**src/sv/ltab_pkg.sv**
```systemverilog
package ltab_pkg;

  localparam int ENTRIES    = 64;
  localparam int KEY_BITS   = 32;
  localparam int COUNT_BITS = 16;

  localparam int IDX_BITS   = $clog2(ENTRIES);
  localparam int TAG_BITS   = KEY_BITS + 1;
  localparam int IN_KEY_BITS  = 32;
  localparam int OUT_CNT_BITS = 16;

  // Command codes.
  localparam logic CMD_LOCK   = 1'b0;
  localparam logic CMD_UNLOCK = 1'b1;

  // Level codes.
  localparam logic LVL_ROW   = 1'b0;
  localparam logic LVL_TABLE = 1'b1;

  // Lock modes.
  localparam logic [2:0] MODE_S   = 3'd0;
  localparam logic [2:0] MODE_X   = 3'd1;
  localparam logic [2:0] MODE_IS  = 3'd2;
  localparam logic [2:0] MODE_IX  = 3'd3;
  localparam logic [2:0] MODE_SIX = 3'd4;

  // Result status codes.
  localparam logic [2:0] ST_GRANTED    = 3'd0;
  localparam logic [2:0] ST_CONFLICT   = 3'd1;
  localparam logic [2:0] ST_RELEASED   = 3'd2;
  localparam logic [2:0] ST_NOT_HELD   = 3'd3;
  localparam logic [2:0] ST_TABLE_FULL = 3'd4;

  typedef struct packed {
    logic [TAG_BITS-1:0]   tag;
    logic [2:0]            mode;
    logic [COUNT_BITS-1:0] count;
  } entry_t;

  localparam int ENTRY_BITS = $bits(entry_t);

  // Bit r of the row for held mode h is set when requested mode r may join h.
  function automatic logic compatible(input logic [2:0] held, input logic [2:0] req);
    logic [4:0] row;
    row = 5'b00000;
    case (held)
      MODE_S:   row = 5'b00101;
      MODE_X:   row = 5'b00000;
      MODE_IS:  row = 5'b11101;
      MODE_IX:  row = 5'b01100;
      MODE_SIX: row = 5'b00100;
      default:  row = 5'b00000;
    endcase
    if (req > MODE_SIX) begin
      return 1'b0;
    end
    return row[req];
  endfunction

  // Brings the 32-bit key port to the stored key width.
  function automatic logic [KEY_BITS-1:0] key_of(input logic [IN_KEY_BITS-1:0] k);
    logic [KEY_BITS+IN_KEY_BITS-1:0] ext;
    ext = '0;
    ext[IN_KEY_BITS-1:0] = k;
    return ext[KEY_BITS-1:0];
  endfunction

  // Holder count as seen on the result port (low 16 bits).
  function automatic logic [OUT_CNT_BITS-1:0] out_count(input logic [COUNT_BITS-1:0] c);
    logic [COUNT_BITS+OUT_CNT_BITS-1:0] ext;
    ext = '0;
    ext[COUNT_BITS-1:0] = c;
    return ext[OUT_CNT_BITS-1:0];
  endfunction

endpackage

```
**src/sv/ltab_ram.sv**
```systemverilog
module ltab_ram #(
  parameter int WIDTH = 8,
  parameter int DEPTH = 16
) (
  input  logic                     clk,
  input  logic                     we,
  input  logic [$clog2(DEPTH)-1:0] waddr,
  input  logic [WIDTH-1:0]         wdata,
  input  logic [$clog2(DEPTH)-1:0] raddr,
  output logic [WIDTH-1:0]         rdata
);

  logic [WIDTH-1:0] mem [DEPTH];

  always_ff @(posedge clk) begin
    if (we) begin
      mem[waddr] <= wdata;
    end
    rdata <= mem[raddr];
  end

endmodule

```
**src/sv/lock_table_engine.sv**
```systemverilog
// Lock table engine: a non-blocking multigranularity lock manager.
// Requests arrive on the input channel (in_valid/in_ready) as one transaction
// each: command (lock/unlock), level (row/table), lock_key and mode. Every
// request yields exactly one result transaction on the output channel
// (out_valid/out_ready): status, holder_count and held_mode.
// Row and table keys share one table of ENTRIES slots held in a synchronous
// RAM; a valid bit per slot lives in flip-flops. A request is resolved by
// scanning the RAM one slot per cycle, reads pipelined through the RAM's
// registered read port, stopping early at the matching slot. A miss (new
// key, unlock of an absent key) scans all slots. One request is in flight
// at a time: the next is accepted only once the last one's decision is done.
// Reset clears all valid bits at once, so the table is empty straight away
// and no clearing pass is needed. When the receiver stalls, the result is
// held in the output register; the next request may still be accepted and
// scanned, and it waits at its decision step until the register frees.
module lock_table_engine (
  input  logic        clk,
  input  logic        rst,
  input  logic        in_valid,
  output logic        in_ready,
  input  logic        command,
  input  logic        level,
  input  logic [31:0] lock_key,
  input  logic [2:0]  mode,
  output logic        out_valid,
  input  logic        out_ready,
  output logic [2:0]  status,
  output logic [15:0] holder_count,
  output logic [2:0]  held_mode
);
  import ltab_pkg::*;

  typedef enum logic [1:0] {
    S_IDLE,
    S_SCAN,
    S_DECIDE
  } state_t;

  localparam logic [IDX_BITS:0]     SCAN_END = (IDX_BITS + 1)'(ENTRIES);
  localparam logic [COUNT_BITS-1:0] CNT_MAX  = '1;
  localparam logic [COUNT_BITS-1:0] CNT_ONE  = COUNT_BITS'(1);

  state_t state;

  // Latched request.
  logic                  req_cmd;
  logic                  req_lvl;
  logic [TAG_BITS-1:0]   req_tag;
  logic [2:0]            req_mode;

  // Scan bookkeeping: issue counter, read in flight, free slot found.
  logic [IDX_BITS:0]     issue_idx;
  logic                  pend;
  logic [IDX_BITS-1:0]   pend_idx;
  logic                  free_found;
  logic [IDX_BITS-1:0]   free_idx;

  // Outcome of the scan.
  logic                  hit;
  logic [IDX_BITS-1:0]   hit_idx;
  logic [2:0]            e_mode;
  logic [COUNT_BITS-1:0] e_cnt;

  logic [ENTRIES-1:0]    valid;

  // RAM ports.
  logic                  ram_we;
  logic [IDX_BITS-1:0]   ram_raddr;
  entry_t                rd_entry;
  logic [ENTRY_BITS-1:0] rd_data;

  // Decision logic.
  logic                  wr_en;
  logic [IDX_BITS-1:0]   wr_addr;
  entry_t                wr_entry;
  logic                  set_valid;
  logic                  clr_valid;
  logic [2:0]            res_status;
  logic [COUNT_BITS-1:0] res_count;
  logic [2:0]            res_mode;
  logic [COUNT_BITS-1:0] cnt_dec;
  logic [COUNT_BITS-1:0] cnt_inc;
  logic                  grant_ok;
  logic                  fire;
  logic                  scan_hit;
  logic                  issuing;

  assign in_ready  = (state == S_IDLE);
  assign ram_raddr = issue_idx[IDX_BITS-1:0];
  assign rd_entry  = rd_data;
  assign issuing   = (state == S_SCAN) && (issue_idx != SCAN_END);

  // The read returned this cycle belongs to the slot issued in the last one.
  assign scan_hit = (state == S_SCAN) && pend && valid[pend_idx]
                    && (rd_entry.tag == req_tag);

  // A decision completes only when the output register can take the result.
  assign fire   = (state == S_DECIDE) && (!out_valid || out_ready);
  assign ram_we = fire && wr_en;

  ltab_ram #(
    .WIDTH (ENTRY_BITS),
    .DEPTH (ENTRIES)
  ) u_ram (
    .clk   (clk),
    .we    (ram_we),
    .waddr (wr_addr),
    .wdata (wr_entry),
    .raddr (ram_raddr),
    .rdata (rd_data)
  );

  always_comb begin
    cnt_dec = (e_cnt != '0) ? (e_cnt - CNT_ONE) : '0;
    cnt_inc = (e_cnt == CNT_MAX) ? e_cnt : (e_cnt + CNT_ONE);
    if (req_lvl == LVL_ROW) begin
      grant_ok = (e_mode == MODE_S) && (req_mode == MODE_S);
    end else begin
      grant_ok = compatible(e_mode, req_mode);
    end

    wr_en          = 1'b0;
    wr_addr        = hit_idx;
    wr_entry.tag   = req_tag;
    wr_entry.mode  = e_mode;
    wr_entry.count = e_cnt;
    set_valid      = 1'b0;
    clr_valid      = 1'b0;
    res_status     = ST_CONFLICT;
    res_count      = '0;
    res_mode       = 3'd0;

    if (req_cmd == CMD_UNLOCK) begin
      if (!hit) begin
        res_status = ST_NOT_HELD;
      end else begin
        wr_en          = 1'b1;
        wr_entry.count = cnt_dec;
        clr_valid      = (cnt_dec == '0);
        res_status     = ST_RELEASED;
        res_count      = cnt_dec;
        res_mode       = e_mode;
      end
    end else if (!hit) begin
      // A new key: an undefined mode is refused before a slot is taken.
      if (req_mode > MODE_SIX) begin
        res_status = ST_CONFLICT;
      end else if (!free_found) begin
        res_status = ST_TABLE_FULL;
      end else begin
        wr_en          = 1'b1;
        wr_addr        = free_idx;
        wr_entry.mode  = req_mode;
        wr_entry.count = CNT_ONE;
        set_valid      = 1'b1;
        res_status     = ST_GRANTED;
        res_count      = CNT_ONE;
        res_mode       = req_mode;
      end
    end else if (grant_ok) begin
      // The stored mode is kept; only the count moves, saturating at the top.
      wr_en          = 1'b1;
      wr_entry.count = cnt_inc;
      res_status     = ST_GRANTED;
      res_count      = cnt_inc;
      res_mode       = e_mode;
    end else begin
      res_status = ST_CONFLICT;
      res_count  = e_cnt;
      res_mode   = e_mode;
    end
  end

  always_ff @(posedge clk) begin
    if (rst) begin
      state      <= S_IDLE;
      out_valid  <= 1'b0;
      valid      <= '0;
      pend       <= 1'b0;
      issue_idx  <= '0;
      free_found <= 1'b0;
      hit        <= 1'b0;
    end else begin
      // A new result loaded in the same cycle keeps the register full.
      if (out_valid && out_ready && !fire) begin
        out_valid <= 1'b0;
      end

      case (state)
        S_IDLE: begin
          if (in_valid) begin
            req_cmd    <= command;
            req_lvl    <= level;
            req_tag    <= {level, key_of(lock_key)};
            req_mode   <= mode;
            issue_idx  <= '0;
            pend       <= 1'b0;
            free_found <= 1'b0;
            hit        <= 1'b0;
            state      <= S_SCAN;
          end
        end

        S_SCAN: begin
          pend     <= issuing;
          pend_idx <= ram_raddr;
          if (issuing) begin
            issue_idx <= issue_idx + 1'b1;
            if (!free_found && !valid[ram_raddr]) begin
              free_found <= 1'b1;
              free_idx   <= ram_raddr;
            end
          end
          if (scan_hit) begin
            hit     <= 1'b1;
            hit_idx <= pend_idx;
            e_mode  <= rd_entry.mode;
            e_cnt   <= rd_entry.count;
            state   <= S_DECIDE;
          end else if (!pend && !issuing) begin
            // Every slot has been examined without a match.
            state <= S_DECIDE;
          end
        end

        S_DECIDE: begin
          if (fire) begin
            out_valid    <= 1'b1;
            status       <= res_status;
            holder_count <= out_count(res_count);
            held_mode    <= res_mode;
            if (set_valid) begin
              valid[wr_addr] <= 1'b1;
            end
            if (clr_valid) begin
              valid[wr_addr] <= 1'b0;
            end
            state <= S_IDLE;
          end
        end

        default: begin
          state <= S_IDLE;
        end
      endcase
    end
  end

`ifndef SYNTHESIS
  // A grant always leaves at least one holder on the entry.
  a_grant_count: assert property (@(posedge clk) disable iff (rst)
    (out_valid && status == ST_GRANTED) |-> (holder_count != 16'd0))
    else $error("granted result with zero holder count");

  // A new entry is only ever written into a slot that was free.
  a_new_slot_free: assert property (@(posedge clk) disable iff (rst)
    (ram_we && set_valid) |-> !valid[wr_addr])
    else $error("new entry written over a valid slot");

  // The scan counter never runs past the end of the table.
  a_scan_bound: assert property (@(posedge clk) disable iff (rst)
    (state == S_SCAN) |-> (issue_idx <= SCAN_END))
    else $error("scan counter beyond table size");

  // A result is only produced from a completed decision.
  a_result_source: assert property (@(posedge clk) disable iff (rst)
    $rose(out_valid) |-> ($past(state) == S_DECIDE))
    else $error("result raised outside the decision step");
`endif

endmodule

```
**config.mk**
```make
export PLATFORM = sky130hd
export DESIGN_NAME = lock_table_engine
export DESIGN_NICKNAME = d
export VERILOG_FILES = /design/src/sv/ltab_pkg.sv /design/src/sv/ltab_ram.sv /design/src/sv/lock_table_engine.sv
export SDC_FILE = /design/constraint.sdc
export NUM_CORES = 2
export LEC_CHECK = 0
export CORE_MARGIN = 2
export CORE_UTILIZATION = 35
export CTS_BUF_LIST = sky130_fd_sc_hd__clkbuf_8 sky130_fd_sc_hd__clkbuf_16
export DETAILED_ROUTE_END_ITERATION = 10
export DONT_BUFFER_PORTS = 1
export SETUP_SLACK_MARGIN = 0.2
export SYNTH_ARGS = -nofsm -noshare
export SYNTH_HDL_FRONTEND = slang
export SYNTH_HIERARCHICAL = 1
export SYNTH_SLANG_ARGS = --single-unit
```
**constraint.sdc**
```tcl
create_clock -name clk -period 7.16 [get_ports clk]
set_input_delay 0.716 -clock clk [delete_from_list [all_inputs] [get_ports clk]]
set_output_delay 0.716 -clock clk [all_outputs]
set_load 0.02 [all_outputs]
```
==> flow_summary_export.csv <==
group,metric,value,unit
placed_design,io_buffers,0,
routing,drt-vias-per-instance,5.70,
global_route,grt_usage,18.6,%
worst_setup_path,required,7730,ps
routing,finalWirelength,377000,um
routing,drc,0,
power,p_per_area,270,nW/um^2
die,die_area,396000,sq um
timing,clock.fmax,182,MHz
worst_hold_path,hold_start,"rst",
routing,vias,69065,
synth,yosys.cell_types.count,85,
power,power_leakage,46.5,nW
cts,cts_sinks,3553,
worst_setup_path,cp_slowest_cell,"nor2_4",
cts,postCtsSetupBuffers,0,
power,peakVddDrop,205,uV
placed_design,post-dp-hpwl,225000,um
finish,num-nets-final,6673,
timing,grt_setup_unrepaired,"false",
placed_design,placed_cells,11434,
placed_design,place.gp.congestion,0.852,
worst_setup_path,r2r_end,"u_ram/mem[5][11]",
cts,clk_path_buf_depth,4,
synth,ys_ff_latch,3553,
global_route,grt_remaining_overflow,0,
synth,synthFlopType,"edfxtp_1",
die,ios,65,
die,die_y,629,um
timing,finalHoldViolations,0,
routing,route.antenna.remaining_nets,0,
worst_hold_path,worstHoldPathType,"input port to flip-flop",
cts,htreeDepth,5,
worst_setup_path,crit_chain,"or4_1 -> a21oi_1 -> or2_2 -> o21ai_0 -> a21oi_1 -> nor2b_1 -> nand3_1 -> nor2_4 -> buf_4",
worst_setup_path,crit_path_start_kind,"flip-flop",
synth,synth_seq_area_share,77.1,%
timing,worst_pin_slew,1350,ps
synth,synth_edf_count,3424,
timing,fin_tns_setup,0,ps
synth,netlist_instances,6388,
finish,layoutNonFillerInstCount,12120,
power,pwr-share-clk,43.0,%
job,cap_violations,0,
synth,synth_area,137000,sq um
die,die_x,629,um
power,switching_share,20.6,%
timing,fin_skew,80.5,ps
routing,first_iter_violations,9909,
cts,cts_tree,"yes",
finish,drive_above_1_share,25.2,%
routing,wl_per_cell,31.1,um
finish,syn_to_final_growth,14.0,%
power,switchingPower,8.68,mW
die,num_rows,229,
cts,root_buffer,"clkbuf_16",
synth,ys_async_sr_fraction,0,%
worst_setup_path,r2r_slack,1680,ps
finish,final_common_cell,"edfxtp_1",
power,pwr-share-seq,54.0,%
finish,final_cell_mix,"edfxtp_1, mux4_2, clkbuf_16",
worst_setup_path,reg2reg_depth,9,
global_route,antenna_found_initial,48,
worst_hold_path,hold_end,"valid[56]",
die,core,389000,sq um
die,initial_utilization,35.1,%
synth,post_synth.cell_area_avg,21.4,sq um
timing,finalSetupViolations,0,
routing,first_pass_iters,5,
cts,clkTransAtPathRegs,60,ps
worst_setup_path,cpPeakStageDelay,900,ps
timing,period_share,76.6,%
power,power.total,42.1,mW
worst_setup_path,setup.worst_path.end_class,"flip-flop",
timing,slew_viol_final,0,
global_route,grt_pass1_vias,67899,
worst_setup_path,r2r_start,"e_mode[1]",
global_route,grt_start_max_net_pins,123,
worst_setup_path,crit_arrival,6050,ps
worst_setup_path,timing.critical_path.mode_cell,"a21oi_1",
synth,yosysWarnings,6,
global_route,grt_pass1_wl,530000,um
outcome,status,"completed",
power,intPower,33.5,mW
synth,synth_nets,6433,
power,comb_power_share,3.0,%
cts,numCtsBuffers,350,
timing,fin_crit,5480,ps
worst_setup_path,path_class,"flip-flop to flip-flop",
worst_setup_path,crit_fanout,22,
cts,worst_skew_pair.late_latency,970,ps
worst_hold_path,whs_path_depth,3,
timing,slew_headroom,9.76,%
metrics by stage:
stage / area [sq um] / hold WS [ps] / util [%] / worst slack, ps
6_report: 156000 / 86.4 / 40.1 / 1680
2_1_floorplan: 137000 / 386 / - / 246
3_3_place_gp: 144000 / 403 / 37.1 / 1880
4_1_cts: 156000 / 23.9 / 40.1 / 1830
5_1_grt: 156000 / 84.2 / 40.1 / 1540
3_5_place_dp: 144000 / 408 / 37.1 / 1850
registers in the layout (all words and copies together), names as in the netlist, 2 cells and up:
name	cells
hit_idx	6
u_ram/mem	3328
pend_idx	6
valid	64
state	2
e_cnt	16
held_mode	3
req_mode	3
u_ram/rdata	52
holder_count	16
req_tag	32
issue_idx	7
free_idx	6
status	3
e_mode	3
routing by layer:
metal,GRT usage (%),wire (um)
met5,0,94
met4,5.26,10800
met3,3.40,36900
met2,29.3,176000
met1,26.5,153000
cell type report:
cell class              instances  area (sq um)
inverters                      18          67.6
clock inverters               267          2150
multi-input cells            2442         30200
flip-flops and latches       3553        105000
fillers                     34246        233000
diodes                         10          25.0
repair buffers                263          2490
well taps                    5197          6500
clock buffers                 370          9120
worst max-delay path by stage:
| stage | start | to | slack, ps | cells after the start |
|---|---|---|---|---|
| after detailed placement | e_mode[1] | u_ram/mem[5][32] | 1850 | 9 |
| after global routing | e_mode[1] | u_ram/mem[5][48] | 1540 | 9 |
| after CTS | e_mode[1] | u_ram/mem[5][48] | 1830 | 9 |
| after global placement | e_mode[1] | u_ram/mem[45][36] | 1880 | 9 |
| after floorplan | req_lvl | u_ram/mem[32][0] | 250 | 10 |
| final | e_mode[1] | u_ram/mem[5][11] | 1680 | 9 |
timing repair:
| item | CTS | global route |
|---|---|---|
| resized for setup | 0 | 0 |
| hold buffers | 39 | 0 |
| hold endpoints to repair | 63 | 0 |
power by group through the flow:
stage / logic [mW] / registers (mW) / clock network [mW]
CTS: 1.28 / 22.8 / 18.4
global placement: 1.24 / 23.2 / 0
finish: 1.26 / 22.8 / 18.1
detailed placement: 1.25 / 23.2 / 0
global route: 1.34 / 22.7 / 19.2
floorplan: 0.807 / 23.2 / 0
Yosys cell counts, drive strengths merged, types with 18 or more instances:
library cell | instances | area, sq um
edfxtp | 3424 | 103000
mux4 | 828 | 18600
buf | 206 | 1210
nor2 | 203 | 764
o22ai | 189 | 1180
clkbuf | 169 | 636
mux2i | 149 | 1500
dfxtp | 129 | 2580
nand2 | 129 | 484
a21oi | 120 | 601
o21ai | 84 | 420
o221ai | 67 | 587
nor4 | 64 | 428
a22oi | 52 | 390
mux2 | 52 | 586
a221oi | 43 | 377
nand3 | 40 | 205
xor2 | 39 | 342
a211oi | 37 | 290
a31oi | 33 | 206
nor3 | 32 | 171
o22a | 31 | 272
nor2b | 30 | 188
nand2b | 24 | 150
nand4 | 22 | 144
a22o | 19 | 166
and3 | 19 | 119
inv | 18 | 67.6
critical path: cells and delay by family (launching register included):
| kind | cells | cell delay (ps) |
|---|---|---|
| AO/OA/AOI/OAI | 3 | 1400 |
| buffers and inverters | 1 | 460 |
| flip-flops | 1 | 430 |
| AND/OR/NAND/NOR | 5 | 2800 |
logic make-up after synthesis:
kind of cell,Yosys count,synth area share [%]
AO/OA/AOI/OAI,732,3.72
XOR/XNOR,45,0.288
adder cells (fa/ha/maj),4,0.0366
buffers and inverters,393,1.40
flip-flops,3553,77.1
multiplexers,1029,15.2
AND/OR/NAND/NOR,632,2.32
No activity file was read; power rests on OpenSTA's default activity.
